--- src/design/kdt_pkg.sv ---
// Shared types and constants for the k-mer duplicate table.
`timescale 1ns / 1ps

package kdt_pkg;

   // Field widths fixed by the item and result formats
   localparam int unsigned KEY_IN_W  = 16;
   localparam int unsigned KMER_W    = 64;
   localparam int unsigned GC_W      = 8;
   localparam int unsigned COUNT_W   = 32;
   localparam int unsigned BIN_W     = 6;
   localparam int unsigned SLOTCNT_W = 17;
   localparam int unsigned GCSUM_W   = 24;
   localparam int unsigned TOTAL_W   = 48;

   // Operation codes
   localparam logic OP_RECORD = 1'b0;
   localparam logic OP_REPORT = 1'b1;

   localparam logic [COUNT_W-1:0] COUNT_MAX = '1;

   // One queued item, as handed from the front to the table engine
   typedef struct packed {
      logic                is_report;
      logic [KEY_IN_W-1:0] prefix_key;
      logic [KMER_W-1:0]   kmer_code;
      logic [GC_W-1:0]     gc_level;
   } kdt_item_type;

   // One table slot
   typedef struct packed {
      logic [COUNT_W-1:0] count;
      logic [KMER_W-1:0]  kmer;
      logic [GC_W-1:0]    gc;
   } kdt_slot_type;

   // Table walk stream from the engine to the histogram unit
   typedef struct packed {
      logic               start;
      logic               slot_valid;
      logic               slot_last;
      logic [COUNT_W-1:0] count;
      logic [GC_W-1:0]    gc;
   } kdt_walk_type;

endpackage

--- src/design/kdt_front.sv ---
// Front end: accepts items, decodes the operation and queues them for the engine.
`timescale 1ns / 1ps

module kdt_front
   import kdt_pkg::*;
(
   input  logic                clock,
   input  logic                reset,
   input  logic                req_valid,
   output logic                req_ready,
   input  logic                req_operation,
   input  logic [KEY_IN_W-1:0] req_prefix_key,
   input  logic [KMER_W-1:0]   req_kmer_code,
   input  logic [GC_W-1:0]     req_gc_level,
   input  logic                accept_en,
   output logic                item_valid,
   input  logic                item_ready,
   output kdt_item_type        item
);

   localparam int unsigned QUEUE_DEPTH = 2;
   localparam int unsigned QPTR_W      = $clog2(QUEUE_DEPTH);
   localparam int unsigned QCNT_W      = $clog2(QUEUE_DEPTH + 1);

   kdt_item_type        queue_ff [QUEUE_DEPTH];
   logic [QPTR_W-1:0]   wr_ptr_ff, wr_ptr_in;
   logic [QPTR_W-1:0]   rd_ptr_ff, rd_ptr_in;
   logic [QCNT_W-1:0]   count_ff, count_in;
   kdt_item_type        new_item;
   logic                push;
   logic                pop;

   // Decode the incoming item
   always_comb begin
      new_item.is_report  = (req_operation == OP_REPORT);
      new_item.prefix_key = req_prefix_key;
      new_item.kmer_code  = req_kmer_code;
      new_item.gc_level   = req_gc_level;
   end

   assign req_ready  = accept_en && (count_ff != QCNT_W'(QUEUE_DEPTH));
   assign item_valid = (count_ff != '0);
   assign item       = queue_ff[rd_ptr_ff];
   assign push       = req_valid && req_ready;
   assign pop        = item_valid && item_ready;

   // Queue pointers and fill level
   always_comb begin
      wr_ptr_in = wr_ptr_ff;
      rd_ptr_in = rd_ptr_ff;
      count_in  = count_ff;
      if (push) begin
         wr_ptr_in = wr_ptr_ff + QPTR_W'(1);
      end
      if (pop) begin
         rd_ptr_in = rd_ptr_ff + QPTR_W'(1);
      end
      if (push && !pop) begin
         count_in = count_ff + QCNT_W'(1);
      end else if (pop && !push) begin
         count_in = count_ff - QCNT_W'(1);
      end
   end

   always_ff @(posedge clock) begin
      if (reset) begin
         wr_ptr_ff <= '0;
         rd_ptr_ff <= '0;
         count_ff  <= '0;
      end else begin
         wr_ptr_ff <= wr_ptr_in;
         rd_ptr_ff <= rd_ptr_in;
         count_ff  <= count_in;
      end
   end

   // Queue storage, no reset needed
   always_ff @(posedge clock) begin
      if (push) begin
         queue_ff[wr_ptr_ff] <= new_item;
      end
   end

endmodule

--- config.mk ---
export PLATFORM = sky130hd
export DESIGN_NAME = kdt_front
export DESIGN_NICKNAME = d
export VERILOG_FILES = /design/src/design/kdt_pkg.sv /design/src/design/kdt_front.sv
export SDC_FILE = /design/constraint.sdc
export NUM_CORES = 1
export LEC_CHECK = 0
export BUFFER_PORTS_ARGS = -buffer_cell sky130_fd_sc_hd__buf_2
export CAP_MARGIN = 5
export CORE_MARGIN = 2
export CORE_UTILIZATION = 25
export CTS_CLUSTER_SIZE = 40
export DETAILED_ROUTE_END_ITERATION = 16
export MAX_ROUTING_LAYER = met4
export PLACE_DENSITY = 0.51
export RECOVER_POWER = 50
export SYNTH_ARGS = -nofsm -noshare
export SYNTH_HDL_FRONTEND = slang
export SYNTH_SLANG_ARGS = --single-unit
--- constraint.sdc ---
create_clock -name clock -period 5.06 [get_ports clock]
set_clock_uncertainty 0.2 [all_clocks]
set_input_delay 0.506 -clock clock [delete_from_list [all_inputs] [get_ports clock]]
set_output_delay 0.506 -clock clock [all_outputs]
set_load 0.01 [all_outputs]
; ---- Yosys cells after proc, flatten, opt, wreduce, memory -nomap -nowiden
; Memories as Yosys holds them, arrays and structs flattened. A register that Yosys moved wholly into a read port is not among the register bits.
; Cells that the tools add are included.
[totals]
input_bits = 94
wordCells = 24
ff_bits = 4
ram_bits = 178
memories = 1
output_inout_bits = 91
[mem_list]
columns = memory, depth, word_bits, read_ports, rd_ports_with_merged_regs, wr, line
row1 = queue_ff, 2, 89, 1, 1, 1, kdt_front.sv:25  ; kdt_item_type queue_ff [QUEUE_DEPTH];
[classes]
mux = 6
add_sub_neg = 4
eq_ne = 1
reduce_logical = 9
[ops]
columns = operator, count
row1 = 1-bit logical AND, 5
row2 = 1-bit 2-to-1 mux, 4
row3 = 2-bit 2-to-1 mux, 2
row4 = 2-bit nonzero test, 2
row5 = 1-bit adder (second input constant), 2
row6 = 2-bit by 1-bit adder with 2-bit output (second input constant), 1
row7 = 1-bit logical NOT, 2
row8 = 2-bit inequality test (second input constant), 1
row9 = 2-bit by 1-bit subtractor with 2-bit output (second input constant), 1

; ---- Longest topological paths before layout
; Gate-level depths: netlist of the first run.
[logic_depth]
depth_word = 7
mapped_depth = 6

; ---- Worst setup path before layout of the first run
; No wires, ideal clock.
[synth_timing]
kind = register -> register
start = register count_ff[0]
end = memory queue_ff[0][0] in the netlist's numbering, enable pin
t_required_ps = 4312
period_less_slack_ps = 5408
path_stages_with_launch = 4
slack_ps = -348
setup_ps = 548
arrival_time_ps = 4661
cell_sequence = dfxtp_1 nand2b_1 and3_4 nor2b_1
[synth_via]
elab_chain_cells = 5
[synth_rtl]
columns = item, line
row1 = from (decl), kdt_front.sv:28  ; logic [QCNT_W-1:0] count_ff, count_in;
row2 = from (signal assigned), kdt_front.sv:73  ; count_ff <= count_in;
row3 = 2-bit inequality test, kdt_front.sv:41  ; assign req_ready = accept_en && (count_ff != QCNT_W'(QUEUE_DEPTH));
row4 = 1-bit logical AND, kdt_front.sv:41
row5 = 1-bit logical AND, kdt_front.sv:44  ; assign push = req_valid && req_ready;
row6 = via push, kdt_front.sv:30  ; logic push;
row7 = 1-bit 2-to-1 mux, kdt_front.sv:79  ; if (push) begin
row8 = 1-bit 2-to-1 mux (not written as such), kdt_front.sv:80  ; queue_ff[wr_ptr_ff] <= new_item;
row9 = to (decl), kdt_front.sv:25
; The timed path passes the listed nets, and every way through them passes these cells.

==> metrics, run 1 <==
outcome=complete, no violations; Synth Cell Area=6690 um2; Synth Flop Type=edfxtp_1; CTS tree=yes; Reg power frac=between 40 and 50%; root buffer cell=clkbuf_16; Chip Height=approximately 170 um; Internal=between 2 and 3 mW; dpl hpwl=between 8000 and 9000 um; Min Hold Slack=just over 0.07 ns; r2r setup slk=roughly 2.2 ns; vias in the first global route=between 3000 and 4000; I/O pin cnt=approximately 190; final worst slack=~1.9 ns; # diodes=0; Final Instance Area=about 8500 um2; PostCTS Resize Cnt=0; Core Util, Final=32.5%; total detailed-routing wirelength=~13000 um; post-route ant nets=0; largest net degree at the start of global routing=63; Die Wd=about 170 um; clock-pin slew of the registers on the worst-case setup and hold paths=about 0.070 ns; setup violators final=0; H-tree depth=4; worst-path fanout max=57; layout cells sized above 1=50.6%; detailed-route via count=3422; initial antenna violation count=0; Post-synth EDFFs=between 150 and 200; Static Leak=approximately 3.0 nW; switching pwr=~1.1 mW; min-delay src=req_kmer_code[21]; Synth top cells by count=edfxtp_1 (178), mux2_2 (79), mux2_4 (11), buf_2 (7), dfxtp_1 (5); Synth area leader=edfxtp_1; # nets final=around 600; Max VDD drop=approximately 0.18 mV; Remaining Overflow, GRT=0; post-CTS setup buffer count=0; Worst Hold Class=in -> reg; Gate power share=20.5%; warnings from Yosys=0; kind of end point of the critical path=output port; #FFs+latches synth=roughly 180; GPL Wtd Cong=0.708; Clk Latency, worst-skew pair=0.42 ns; Port Buffer Count=between 150 and 200; worst r2r src=count_ff[0]; relative slew slack=roughly 30%; Synth Instances=about 300; Worst Max-Slew Pin Slew=around 1.1 ns; highest metal used=met4; critical path class=reg -> out; FP Rows=between 50 and 60; CTS Sinks=around 180; Period Utilization, post-route=between 60% and 70%; DRC=0; total track usage=around 9.6%; maximum clock path buffer count=2; TNS Setup=0 ns; crit path DAT=2.44 ns; number of buffers created by CTS=17; die area=about 28000 um2; max_cap viols=0; Sw Ratio=between 20% and 30%; Starting Density=between 20% and 30%; Iter 0 DRT Violations=181; RSZ-0062 raised after global routing=no; dominant cells by area after synthesis=edfxtp_1 (80%), mux2_2 (13%), mux2_4 (2.5%), dfxtp_1 (1.5%), buf_2 (0.52%); library cells used by synthesis=17; drt first pass iters=4; Async S/R FF share, synth=0%; global-route wire length before repair=just under 20000 um; M1 wire length=between 5000 and 6000 um; Hold Buf Count CTS=0; pwr dens=between 400 and 500 nW/um2; Met3 Wirelength=~800 um; Critical Path RT=between 4 and 5 ns; crit path launch type=flop; Peak Freq=318 MHz; routed len/inst=approximately 15 um; post-synthesis sequential area ratio=roughly four fifths; area grow syn2layout=27.1%; Final min period=around 3.1 ns; Yosys top cell area share=between 70% and 80%; DP Worst Slack=approximately 2.1 ns; clock share of power=between 30% and 40%; Core Footprint=about 26000 um2; final hold viol count=0; DR WL met2=~6700 um; Mapped Nets=397; count leader, synth=edfxtp_1; Final Slew Violations=0; synthesized area per cell=22.2 um2; vias per inst=a little over 4; Area after DPL=~8000 um2
[critical path, stage by stage, from the launching register on]
cell and delay (ns):
dfxtp_4 0.87, buf_4 0.56, mux2_2 0.42, buf_2 0.15
[cells in the final DEF, fill, tap and decap left out]
cell,Yosys,layout
nor2b_4,0,1
ha_1,1,1
nor2b_1,2,1
o21ai_0,2,2
nor2_1,4,4
and2_1,2,1
xor2_1,3,3
mux2_2,79,79
a21oi_1,1,1
buf_2,7,130
and3_1,0,1
dfxtp_1,5,4
buf_4,0,4
dfxtp_4,0,1
edfxtp_1,178,178
nand2b_1,1,1
inv_8,0,3
inv_6,0,2
and2_4,0,1
clkinv_2,0,1
clkinvlp_4,0,3
mux2_4,11,11
bufinv_16,0,1
clkbuf_16,0,17
or3_1,1,1
or2_2,1,1
clkbuf_1,0,55
clkinv_4,0,4
[metal layers]
layer,vias up,track usage [%]
li1,1588,-
met1,1709,11.0
met2,116,16.2
met3,9,3.31
met4,0,2.72
met5,-,-
[metrics by stage]
stage,power [mW],std cells
floorplan,2.47,302
global route,4.23,847
global placement,2.78,815
CTS,4.10,847
finish,4.01,847
detailed placement,2.79,815
[registers in the layout, summed over array words and instances (netlist names), named ones only]
| register | count |
|---|---|
| rd_ptr_ff | 1 |
| queue_ff | 178 |
| count_ff | 2 |
| wr_ptr_ff | 1 |
[cell families after synthesis]
| family | count (synthesis) | synth area share (%) |
|---|---|---|
| flops | 183 | 81.4 |
| compound gates | 3 | 0.224 |
| xor+xnor | 3 | 0.393 |
| fa+ha+maj | 1 | 0.187 |
| buf+inv | 10 | 1.03 |
| mux | 90 | 15.8 |
| simple gates | 12 | 1.05 |
[final timing paths]
kind / end / cells past startpoint
max: item[69] / 3
min: queue_ff[0][29] / 1
max reg2reg: queue_ff[0][76] / 4
min reg2reg: flop / 2
[cell type report]
| cell class | instances | area, um2 |
|---|---|---|
| clock inverters | 14 | 144 |
| repair buffers | 188 | 883 |
| well taps | 335 | 419 |
| flip-flops and latches | 183 | 5450 |
| clock buffers | 18 | 429 |
| multi-input cells | 109 | 1180 |
| fillers | 2519 | 17700 |
[power by group through the flow]
stage          clock, mW  sequential, mW  combinational, mW
6_report            1.28            1.91              0.820
5_1_grt             1.41            1.93              0.889
4_1_cts             1.34            1.91              0.851
3_5_place_dp           0            1.95              0.847
3_3_place_gp           0            1.94              0.839
2_1_floorplan          0            1.87              0.599
(Power assumes the default switching activity.)
==> run 2: changes to the inputs <==
--- a/config.mk
+++ b/config.mk
@@ -12,7 +12,7 @@
 export CTS_CLUSTER_SIZE = 40
 export DETAILED_ROUTE_END_ITERATION = 16
 export MAX_ROUTING_LAYER = met4
-export PLACE_DENSITY = 0.51
+export PLACE_DENSITY = 0.49
 export RECOVER_POWER = 50
 export SYNTH_ARGS = -nofsm -noshare
 export SYNTH_HDL_FRONTEND = slang
==> constraint.sdc (replaced) <==
create_clock -name clock -period 2.9 [get_ports clock]
set_clock_uncertainty 0.2 [all_clocks]
set_input_delay 0.29 -clock clock [delete_from_list [all_inputs] [get_ports clock]]
set_output_delay 0.29 -clock clock [all_outputs]
set_load 0.01 [all_outputs]
==> run 2 against run 1 <==
Effect of this change: non-clock buffer count is 91 higher; sequential power is 72% higher; worst hold slack better by 0.037 ns; sequential share of layout area is 6.3 points lower; cell area is 11% higher; clock-buffer cell count is 1 lower; first-iteration DRC count is 1.1% lower; final cell count is 11% higher; setup slack worse by 1.6 ns; sequential cell count stayed put; critical path type is now reg -> reg; largest cell class unchanged; largest power group unchanged.
==> metrics, run 2 (same netlist as run 1, synthesis figures left out) <==
kind of end point of the critical path=flop; Worst path max stage delay=0.93 ns (+0.06 ns); Starting Density=25.5% (unchanged); pwr dens=759 nW/um2 (+61%); max_cap viols=0 (unchanged); vias in the first global route=4214 (+14%); Worst Hold Class=in -> reg; global-route wire length before repair=21700 um (+9.2%); Total Power=7.16 mW (+79%); setup violators final=0 (unchanged); CP max stage cell=buf_4; cell breakdown of the critical path=nand2b_1 > and3_1 > nor2b_4 > buf_4; # nets final=685 (+15%); maximum clock path buffer count=2 (unchanged); routed len/inst=14.9 um (-3.1%); Die Wd=168 um (unchanged); Worst Max-Slew Pin Slew=1.26 ns (+0.200 ns); GPL Wtd Cong=0.719 (+1.6%); total detailed-routing wirelength=14000 um (+7.4%); I/O pin cnt=185 (unchanged); crit path DAT=2.39 ns (-0.05 ns); vias per inst=4.03 (-0.33%); DRC=0 (unchanged); layout cells sized above 1=40.5% (-10 points); drt first pass iters=4 (unchanged); RSZ-0062 raised after global routing=no; Critical Path RT=2.74 ns (-1.61 ns); worst-path fanout max=89 (+56%); most common cell after layout, fill and taps aside=edfxtp_1; critical path class=reg -> reg; clock-pin slew of the registers on the worst-case setup and hold paths=0.07 ns (about the same); Peak Freq=~390 MHz; Port Buffer Count=184 (unchanged); Core Footprint=26200 um2 (unchanged); initial antenna violation count=1 (+1); TNS Setup=0 ns (unchanged); H-tree depth=4 (unchanged); total track usage=10.3% (+0.65 points); root buffer cell=clkbuf_16; CTS tree=yes; Remaining Overflow, GRT=0 (unchanged); largest net degree at the start of global routing=90 (+43%); most flop-heavy register=queue_ff; post-CTS setup buffer count=0 (unchanged); Static Leak=3.32 nW (+12%); Iter 0 DRT Violations=179 (-1.1%); Period Utilization, post-route=88.2%; number of buffers created by CTS=17 (unchanged); Max VDD drop=0.291 mV (+61%); biggest regs=queue_ff (178), count_ff (2); most frequent cells in the layout=edfxtp_1 (178), buf_2 (113), dlygate4sd3_1 (90); r2r setup slk=0.34 ns (-1.83 ns); PostCTS Resize Cnt=0 (unchanged); Largest register FFs=178 (unchanged); area grow syn2layout=40.9%; Final Slew Violations=0 (unchanged); crit-path leading delay family=buffers and inverters; final hold viol count=0 (unchanged); relative slew slack=16.2% (-13 points); WP buf/inv=1 (-1); post-route ant nets=0 (unchanged); die area=28100 um2 (unchanged); CTS Sinks=183 (unchanged); Chip Height=168 um (unchanged); Clk Latency, worst-skew pair=0.42 ns (about the same); outcome=complete, no violations; crit path launch type=flop; detailed-route via count=3781 (+10%); Final min period=approximately 2.6 ns; FP Rows=59 (unchanged); dpl hpwl=8820 um (+3.5%)
==> run 2: changes by cell type in the layout (fill, tap and decap cells not counted), moves of 2 or more <==
cell,previous run,this run
buf_2,130,113
clkbuf_1,55,70
buf_12,0,2
dlygate4sd3_1,0,90
inv_6,2,4
==> run 2: final timing paths <==
kind          startpoint               to  depth (start not counted)
max          count_ff[0]  queue_ff[0][16]                          4
min           item_ready        rd_ptr_ff                          4
max reg2reg  count_ff[0]  queue_ff[0][16]                          4
min reg2reg    rd_ptr_ff        rd_ptr_ff                          2
==> run 2: layer usage <==
layer,track usage [%],vias up,wire length [um]
met3,2.98,21,703
li1,-,1777,-
met4,3.97,0,210
met2,18.0,119,7300
met5,-,-,0
met1,11.1,1864,5780
==> run 2: worst register-to-register path: cells and delay by family, from the launching register on <==
family / cells / cell delay (ns)
buf+inv: 1 / 0.93
flops: 1 / 0.41
simple gates: 3 / 0.57
==> run 2: final cells by class <==
class | instances | area [um2]
clock inverter | 15 | 155
multi-input combinational | 109 | 1180
antenna | 1 | 2.50
tap | 335 | 419
fill | 2497 | 16800
timing repair buffer | 279 | 1800
clock buffer | 17 | 425
sequential | 183 | 5450
==> run 2: power by group <==
part / total (mW) / switching [mW] / internal (mW) / leakage [nW]
Combinational: 1.60 / 0.763 / 0.835 / 1.37
Sequential: 3.28 / 0.131 / 3.15 / 1.67
Clock: 2.28 / 1.06 / 1.22 / 0.280
==> run 2: stage by stage <==
stage               hold WS [ns]  area, um2  instances  utilization [%]  setup slack (ns)
floorplan                  0.159       6700        302                -             0.215
global placement           0.277       8050        816             30.7             0.830
detailed placement         0.282       8050        816             30.7             0.759
CTS                       0.0960       9530        938             36.4             0.348
global route               0.141       9430        939             36.0             0.151
finish                     0.108       9430        939             36.0             0.343
==> run 2: what timing repair did <==
action | in CTS | in global routing
endpoints found under the hold margin | 182 | 0
hold buffers | 90 | 0
setup endpoints to repair | 0 | 0
